## config.mk

```make
export PLATFORM = sky130hd
export DESIGN_NAME = circular_deque_flat
export DESIGN_NICKNAME = d
export VERILOG_FILES = /design/src/design/cdq_pkg.sv /design/src/design/cdq_if.sv /design/src/design/cdq_cell.sv /design/src/design/circular_deque.sv /design/src/flat_wrapper.sv
export SDC_FILE = /design/constraint.sdc
export NUM_CORES = 1
export LEC_CHECK = 0
export BUFFER_PORTS_ARGS = -buffer_cell sky130_fd_sc_hd__buf_2
export CAP_MARGIN = 0
export CORE_MARGIN = 2
export CORE_UTILIZATION = 55
export DETAILED_ROUTE_END_ITERATION = 12
export GPL_ROUTABILITY_DRIVEN = 0
export PLACE_DENSITY = 0.84
export SLEW_MARGIN = 0
export SYNTH_ARGS = -nofsm -noshare
export SYNTH_HDL_FRONTEND = slang
export SYNTH_SLANG_ARGS = --single-unit
export TNS_END_PERCENT = 5
```

## constraint.sdc

```tcl
create_clock -name clock -period 8.33 [get_ports clock]
set_clock_uncertainty 0.05 [all_clocks]
set_input_delay 0 -clock clock [delete_from_list [all_inputs] [get_ports clock]]
set_output_delay 0 -clock clock [all_outputs]
set_load 0.03 [all_outputs]
```

## src/design/cdq_pkg.sv

```systemverilog
`timescale 1ns / 1ps
// ----------------------------------------------------------------------------
// cdq_pkg
// Shared types and constants of the circular deque.
// ----------------------------------------------------------------------------
package cdq_pkg;

   localparam int DEPTH  = 8;
   localparam int DATA_W = 32;

   typedef enum logic [1:0] {
      OP_PUSH_FRONT = 2'd0,
      OP_PUSH_REAR  = 2'd1,
      OP_POP_FRONT  = 2'd2,
      OP_POP_REAR   = 2'd3
   } op_type;

   typedef enum logic [1:0] {
      ST_DONE      = 2'd0,
      ST_OVERFLOW  = 2'd1,
      ST_UNDERFLOW = 2'd2
   } status_type;

   // command broadcast to every cell
   typedef struct packed {
      logic              en;
      op_type            op;
      logic [DATA_W-1:0] key;
   } cell_ctrl_type;

endpackage

```

## src/design/cdq_if.sv

```systemverilog
`timescale 1ns / 1ps
// ----------------------------------------------------------------------------
// cdq_req_if / cdq_rsp_if
// Valid/ready channels for deque requests and results.
// ----------------------------------------------------------------------------
interface cdq_req_if;
   logic                   valid;
   logic                   ready;
   cdq_pkg::op_type        req_type;
   logic signed [31:0]     key_value;

   modport source (output valid, req_type, key_value, input ready);
   modport sink   (input valid, req_type, key_value, output ready);
endinterface

interface cdq_rsp_if;
   logic                   valid;
   logic                   ready;
   cdq_pkg::status_type    status;
   logic signed [31:0]     removed_value;
   logic                   is_full;
   logic                   is_empty;

   modport source (output valid, status, removed_value, is_full, is_empty, input ready);
   modport sink   (input valid, status, removed_value, is_full, is_empty, output ready);
endinterface

```

## src/design/cdq_cell.sv

```systemverilog
`timescale 1ns / 1ps
// ----------------------------------------------------------------------------
// cdq_cell
// One slot of the deque: holds an entry and its occupied bit, and shifts
// toward either neighbor on front operations.
// ----------------------------------------------------------------------------
module cdq_cell (
   input  logic                          clock,
   input  logic                          reset,
   input  cdq_pkg::cell_ctrl_type        ctrl,
   input  logic [cdq_pkg::DATA_W-1:0]    left_data,
   input  logic                          left_valid,
   input  logic [cdq_pkg::DATA_W-1:0]    right_data,
   input  logic                          right_valid,
   output logic [cdq_pkg::DATA_W-1:0]    data,
   output logic                          valid,
   output logic                          is_tail
);
   import cdq_pkg::*;

   logic [DATA_W-1:0] data_ff, data_in;
   logic              valid_ff, valid_in;

   always_comb begin
      data_in  = data_ff;
      valid_in = valid_ff;
      if (ctrl.en) begin
         case (ctrl.op)
            OP_PUSH_FRONT: begin
               data_in  = left_data;
               valid_in = left_valid;
            end
            OP_PUSH_REAR: begin
               // first free slot after the tail
               if (!valid_ff && left_valid) begin
                  data_in  = ctrl.key;
                  valid_in = 1'b1;
               end
            end
            OP_POP_FRONT: begin
               data_in  = right_data;
               valid_in = right_valid;
            end
            OP_POP_REAR: begin
               if (valid_ff && !right_valid) begin
                  valid_in = 1'b0;
               end
            end
            default: begin
               valid_in = valid_ff;
            end
         endcase
      end
   end

   always_ff @(posedge clock) begin
      if (reset) begin
         valid_ff <= 1'b0;
      end else begin
         valid_ff <= valid_in;
      end
   end

   always_ff @(posedge clock) begin
      data_ff <= data_in;
   end

   assign data    = data_ff;
   assign valid   = valid_ff;
   assign is_tail = valid_ff && !right_valid;

endmodule

```

## src/design/circular_deque.sv

```systemverilog
`timescale 1ns / 1ps
// ----------------------------------------------------------------------------
// circular_deque
// Double-ended queue of DEPTH entries built as a row of shifting cells.
// ----------------------------------------------------------------------------
// The deque takes one request per clock while results are taken as they come,
// and returns each result in the cycle after the request transfer, from an output
// register. A new request is taken in the same cycle as the waiting result's
// transfer and is held off for as long as that result stalls. Entry 0 of the
// cell row is always the front: front inserts and removes shift the whole row
// by one cell, rear inserts write the first free cell, and a rear removal reads
// the tail cell found by comparing each cell's occupied bit with its neighbor's.
// Inserts into a full deque return overflow and removes from an empty one
// return underflow, leaving the contents unchanged.
module circular_deque (
   input logic          clock,
   input logic          reset,
   cdq_req_if.sink      req_ch,
   cdq_rsp_if.source    rsp_ch
);
   import cdq_pkg::*;

   cell_ctrl_type     ctrl;
   logic [DATA_W-1:0] cell_data [DEPTH];
   logic [DEPTH-1:0]  occ;
   logic [DEPTH-1:0]  tail;

   logic              fire;
   logic              full, empty;
   status_type        status_in, status_ff;
   logic [DATA_W-1:0] rear_val, removed_in, removed_ff;
   logic              full_in, full_ff, empty_in, empty_ff;
   logic              rsp_valid_ff;

   assign req_ch.ready = !rsp_valid_ff || rsp_ch.ready;
   assign fire         = req_ch.valid && req_ch.ready;
   assign full         = occ[DEPTH-1];
   assign empty        = !occ[0];

   always_comb begin
      rear_val = '0;
      for (int i = 0; i < DEPTH; i++) begin
         rear_val = rear_val | (tail[i] ? cell_data[i] : '0);
      end
   end

   always_comb begin
      status_in  = ST_DONE;
      removed_in = '0;
      full_in    = full;
      empty_in   = empty;
      case (req_ch.req_type)
         OP_PUSH_FRONT, OP_PUSH_REAR: begin
            if (full) begin
               status_in = ST_OVERFLOW;
            end else begin
               full_in  = occ[DEPTH-2];
               empty_in = 1'b0;
            end
         end
         OP_POP_FRONT, OP_POP_REAR: begin
            if (empty) begin
               status_in = ST_UNDERFLOW;
            end else begin
               removed_in = (req_ch.req_type == OP_POP_FRONT) ? cell_data[0] : rear_val;
               full_in    = 1'b0;
               empty_in   = !occ[1];
            end
         end
         default: begin
            status_in = ST_DONE;
         end
      endcase
   end

   assign ctrl.en  = fire && (status_in == ST_DONE);
   assign ctrl.op  = req_ch.req_type;
   assign ctrl.key = unsigned'(req_ch.key_value);

   for (genvar g = 0; g < DEPTH; g++) begin : g_cell
      logic [DATA_W-1:0] l_data, r_data;
      logic              l_valid, r_valid;

      // the row ends look like a full neighbor holding the key on the left
      // and an empty neighbor on the right
      if (g == 0) begin : g_first
         assign l_data  = ctrl.key;
         assign l_valid = 1'b1;
      end else begin : g_mid_l
         assign l_data  = cell_data[g-1];
         assign l_valid = occ[g-1];
      end
      if (g == DEPTH-1) begin : g_last
         assign r_data  = '0;
         assign r_valid = 1'b0;
      end else begin : g_mid_r
         assign r_data  = cell_data[g+1];
         assign r_valid = occ[g+1];
      end

      cdq_cell u_cell (
         .clock       (clock),
         .reset       (reset),
         .ctrl        (ctrl),
         .left_data   (l_data),
         .left_valid  (l_valid),
         .right_data  (r_data),
         .right_valid (r_valid),
         .data        (cell_data[g]),
         .valid       (occ[g]),
         .is_tail     (tail[g])
      );
   end

   always_ff @(posedge clock) begin
      if (reset) begin
         rsp_valid_ff <= 1'b0;
      end else if (req_ch.ready) begin
         rsp_valid_ff <= fire;
      end
   end

   always_ff @(posedge clock) begin
      if (fire) begin
         status_ff  <= status_in;
         removed_ff <= removed_in;
         full_ff    <= full_in;
         empty_ff   <= empty_in;
      end
   end

   assign rsp_ch.valid         = rsp_valid_ff;
   assign rsp_ch.status        = status_ff;
   assign rsp_ch.removed_value = signed'(removed_ff);
   assign rsp_ch.is_full       = full_ff;
   assign rsp_ch.is_empty      = empty_ff;

`ifndef NO_ASSERTIONS
   // occupied cells always form a prefix of the row
   a_occ_prefix: assert property (@(posedge clock) disable iff (reset)
      $onehot({1'b0, occ} + {{DEPTH{1'b0}}, 1'b1}))
      else $error("occupied cells not contiguous from the front");

   a_refused_stable: assert property (@(posedge clock) disable iff (reset)
      (fire && status_in != ST_DONE) |=> $stable(occ))
      else $error("refused request changed the contents");

   a_push_front_key: assert property (@(posedge clock) disable iff (reset)
      (fire && req_ch.req_type == OP_PUSH_FRONT && !full)
      |=> cell_data[0] == $past(unsigned'(req_ch.key_value)))
      else $error("front insert did not land in the front cell");

   a_flags_match: assert property (@(posedge clock) disable iff (reset)
      fire |=> (rsp_ch.is_full == occ[DEPTH-1]) && (rsp_ch.is_empty == !occ[0]))
      else $error("reported flags disagree with the cell row");
`endif

endmodule

```

## src/flat_wrapper.sv

```systemverilog
// flat-port wrapper written by rule: the top's interface ports become plain ports
module circular_deque_flat import cdq_pkg::*;
  (clock, reset, req_ch_valid, req_ch_req_type, req_ch_key_value, req_ch_ready, rsp_ch_valid, rsp_ch_status, rsp_ch_removed_value, rsp_ch_is_full, rsp_ch_is_empty, rsp_ch_ready);
  cdq_req_if req_ch_i ();
  cdq_rsp_if rsp_ch_i ();
  input logic clock;
  input logic reset;
  input wire logic [$bits(req_ch_i.valid)-1:0] req_ch_valid;
  input wire logic [$bits(req_ch_i.req_type)-1:0] req_ch_req_type;
  input wire logic [$bits(req_ch_i.key_value)-1:0] req_ch_key_value;
  output wire logic [$bits(req_ch_i.ready)-1:0] req_ch_ready;
  output wire logic [$bits(rsp_ch_i.valid)-1:0] rsp_ch_valid;
  output wire logic [$bits(rsp_ch_i.status)-1:0] rsp_ch_status;
  output wire logic [$bits(rsp_ch_i.removed_value)-1:0] rsp_ch_removed_value;
  output wire logic [$bits(rsp_ch_i.is_full)-1:0] rsp_ch_is_full;
  output wire logic [$bits(rsp_ch_i.is_empty)-1:0] rsp_ch_is_empty;
  input wire logic [$bits(rsp_ch_i.ready)-1:0] rsp_ch_ready;
  assign req_ch_i.valid = req_ch_valid;
  assign req_ch_i.req_type = req_ch_req_type;
  assign req_ch_i.key_value = req_ch_key_value;
  assign req_ch_ready = req_ch_i.ready;
  assign rsp_ch_valid = rsp_ch_i.valid;
  assign rsp_ch_status = rsp_ch_i.status;
  assign rsp_ch_removed_value = rsp_ch_i.removed_value;
  assign rsp_ch_is_full = rsp_ch_i.is_full;
  assign rsp_ch_is_empty = rsp_ch_i.is_empty;
  assign rsp_ch_i.ready = rsp_ch_ready;
  circular_deque u_core (.clock(clock), .reset(reset), .req_ch(req_ch_i), .rsp_ch(rsp_ch_i));
endmodule
```

==> flow_metrics.env <==
export IMPL_hold_viol_final=0
export IMPL_clock_sinks=301
export IMPL_intPower_mw=2.82
export IMPL_synth_top_flop_cell="edfxtp_1"
export IMPL_first_iter_violations=1816
export IMPL_critPathCaptureType="flip-flop"
export IMPL_multiInputGateArea_um2=5610
export IMPL_synth_avg_cell_area_um2=10.9
export IMPL_crit_start="u_core.rsp_ch.valid$_SDFFE_PP0N_"
export IMPL_ys_ff_latch=301
export IMPL_root_buffer="clkbuf_16"
export IMPL_drv_cap=0
export IMPL_p_leak_nw=5.81
export IMPL_nets=1446
export IMPL_io_buffers=75
export IMPL_layout_drive_gt1_share_pct=16.0
export IMPL_switching_share_pct=25.3
export IMPL_initial_utilization_pct=56.0
export IMPL_worst_slack_ns=4.39
export IMPL_cp_data_required_time_ns=8.51
export IMPL_yosysWarnings=0
export IMPL_critPathMaxFanout=37
export IMPL_slew_headroom_pct=30.9
export IMPL_synthTopCellsByCount="a21oi_1 (408), edfxtp_1 (292), nor2_1 (198), clkbuf_1 (84)"
export IMPL_seq_area_frac_synth_pct=59.3
export IMPL_wl_um=38100
export IMPL_insertion_delay_ns=0.57
export IMPL_die_width_um=170
export IMPL_die_area_um2=28800
export IMPL_clkPwrFrac_pct=38.6
export IMPL_status="finished clean"
export IMPL_tightest_slew_ns=1.04
export IMPL_area_delta_synth_final_pct=12.4
export IMPL_firstDrtPassIters=9
export IMPL_synth_nets=1428
export IMPL_fp_coreArea_um2=27000
export IMPL_peakVddDrop_v=0.000157
export IMPL_cts_buffers=31
export IMPL_synth_top_cells_by_area="edfxtp_1 (58%), a21oi_1 (14%), nor2_1 (4.9%)"
export IMPL_cp_arrival_ns=4.12
export IMPL_synth_top_area_share_pct=58.1
export IMPL_synth_most_common_cell="a21oi_1"
export IMPL_vias_per_cell=6.58
export IMPL_p_sw_mw=0.955
export IMPL_seq_power_share_pct=49.2
export IMPL_final_max_slew_viol_count=0
export IMPL_h_tree_depth=1
export IMPL_netlist_area_um2=15100
export IMPL_row_count=60
export IMPL_final_cell_area_um2=17000
export IMPL_antenna_found_initial=0
export IMPL_die_h_um=170
export IMPL_wl_per_cell_um=21.5
export IMPL_worstHoldStart="req_ch_req_type[1]"
export IMPL_dp_slack_ns=4.32
export IMPL_num_io_pins=76
export IMPL_synthesis_instances=1386
export IMPL_setup_violations=0
export IMPL_clk_pin_slew_ns=0.06
export IMPL_cts_tree="built"
export IMPL_pwr_share_comb_pct=12.2
export IMPL_grt_pass1_wl_um=59500
export IMPL_drc=0
export IMPL_ys_types=37
export IMPL_path_class="flip-flop to flip-flop"
export IMPL_grt_pass1_vias=10900
export IMPL_ys_async_sr_fraction_pct=0
export IMPL_min_period_over_period_pct=47.3
export IMPL_placedCellCount=1677
export IMPL_final_min_clock_period_ns=3.94
export IMPL_grt_overflow=0
export IMPL_start_kind="flip-flop"
export IMPL_dp_hpwl_um=21200
export IMPL_clock_path_buffers=3
export IMPL_n_antenna_cell=0
export IMPL_p_per_area_nw_per_um2=223
export IMPL_grt_util_all_layers_pct=26.1
export IMPL_hold_path_class="input port to flip-flop"
export IMPL_seq_area_um2=8950
export IMPL_place_area_um2=15600
export IMPL_grt_max_degree=223
export IMPL_tns_ns=0
export IMPL_yosys_area_top_type="edfxtp_1"
export IMPL_synth_edf_count=292
export IMPL_layout_cells_non_filler=1770
export IMPL_total_power_mw=3.78
export IMPL_rsz0062_at_grt="no"
export IMPL_r2r_start="u_core.rsp_ch.valid$_SDFFE_PP0N_"
export IMPL_postCtsSetupBuffers=0
export IMPL_drtAntennaViolNets=0
export IMPL_dr_total_vias=11700
export IMPL_fmax_ghz=0.254
export IMPL_n_fill_cell=2036
==> flip-flops by register name, summed over array words and instances, names as in the netlist <==
name / cells
u_core.rsp_ch.status: 2
u_core.rsp_ch.is_full: 1
u_core.rsp_ch.removed_value: 32
u_core.rsp_ch.valid: 1
u_core.g_cell.u_cell.data: 256
u_core.rsp_ch.is_empty: 1
u_core.g_cell.u_cell.valid: 8
==> power groups by stage <==
stage	Clock [mW]	Sequential (mW)	Combinational (mW)
global route	1.52	1.87	0.508
floorplan	0	1.89	0.311
CTS	1.46	1.86	0.458
global placement	0	1.88	0.423
detailed placement	0	1.89	0.443
finish	1.46	1.86	0.462
==> layout make-up <==
| cell class | count | share of cell area (%) |
|---|---|---|
| Clock buffer | 33 | 4.62 |
| Inverter | 6 | 0.133 |
| Sequential cell | 301 | 52.7 |
| Multi-Input combinational cell | 933 | 33.0 |
| Timing Repair Buffer | 131 | 5.35 |
| Tap cell | 341 | 2.51 |
| Clock inverter | 25 | 1.61 |
==> per-stage QoR <==
| step | hold slack, ns | utilization, % |
|---|---|---|
| floorplan | 0.0795 | - |
| global placement | 0.228 | 57.7 |
| detailed placement | 0.234 | 57.7 |
| CTS | 0.0708 | 63.0 |
| global route | 0.149 | 63.0 |
| finish | 0.0817 | 63.0 |
==> worst max-delay path, cell delays in order (launching register included) <==
cell and delay (ns):
dfxtp_1 0.31, nand2b_1 0.16, and2_2 0.87, nand3_1 0.85
a21oi_4 0.87, buf_4 0.46
==> per-layer routing <==
layer  GRT usage, %  wire length [um]  vias up
li1               -                 -     5308
met1           36.5             14800     5480
met2           42.5             18200      771
met3           3.45              4010       92
met4           8.81               984        0
met5              0                 0        -
==> logic make-up (layout without fill, tap and decap cells) <==
group | count (synthesis) | in the layout | share of synthesized area, %
AOI/OAI and AO/OA | 558 | 558 | 21.7
buffers and inverters | 152 | 195 | 4.51
DFF | 301 | 301 | 59.3
muxes | 70 | 70 | 5.17
adders and majority gates | 4 | 4 | 0.331
and+or+nand+nor | 301 | 301 | 9.02
==> what timing repair did <==
item | 4_1_cts | 5_1_grt
hold buffers | 35 | 0
endpoints found under the setup margin | 0 | 0
endpoints found under the hold margin | 42 | 0
resized for setup | 0 | 0
==> path summary, 6_finish.rpt <==
kind                                           endpoint  slack, ns  cells past startpoint
max          u_core.g_cell[0].u_cell.data[24]$_DFFE_PP_       4.39                      5
min          u_core.g_cell[2].u_cell.valid$_SDFFE_PP0P_       0.08                      5
max reg2reg  u_core.g_cell[0].u_cell.data[24]$_DFFE_PP_       4.39                      5
min reg2reg  u_core.g_cell[4].u_cell.valid$_SDFFE_PP0P_       0.52                      2
==> layout by cell type (no fill, tap or decap), drive strengths merged, types with 4 or more instances in the layout <==
cell type,n
a21oi,408
edfxtp,292
nor2,198
buf,96
mux2,64
a22oi,64
dlygate4sd3,35
nand3,33
a22o,33
and2,33
clkbuf,33
a222oi,31
nand2b,19
clkinv,16
o21ai,10
dfxtp,9
inv,8
nor2b,7
mux2i,6
bufinv,6
o21bai,6
nand2,5
ha,4
(Power assumes the default switching activity.)
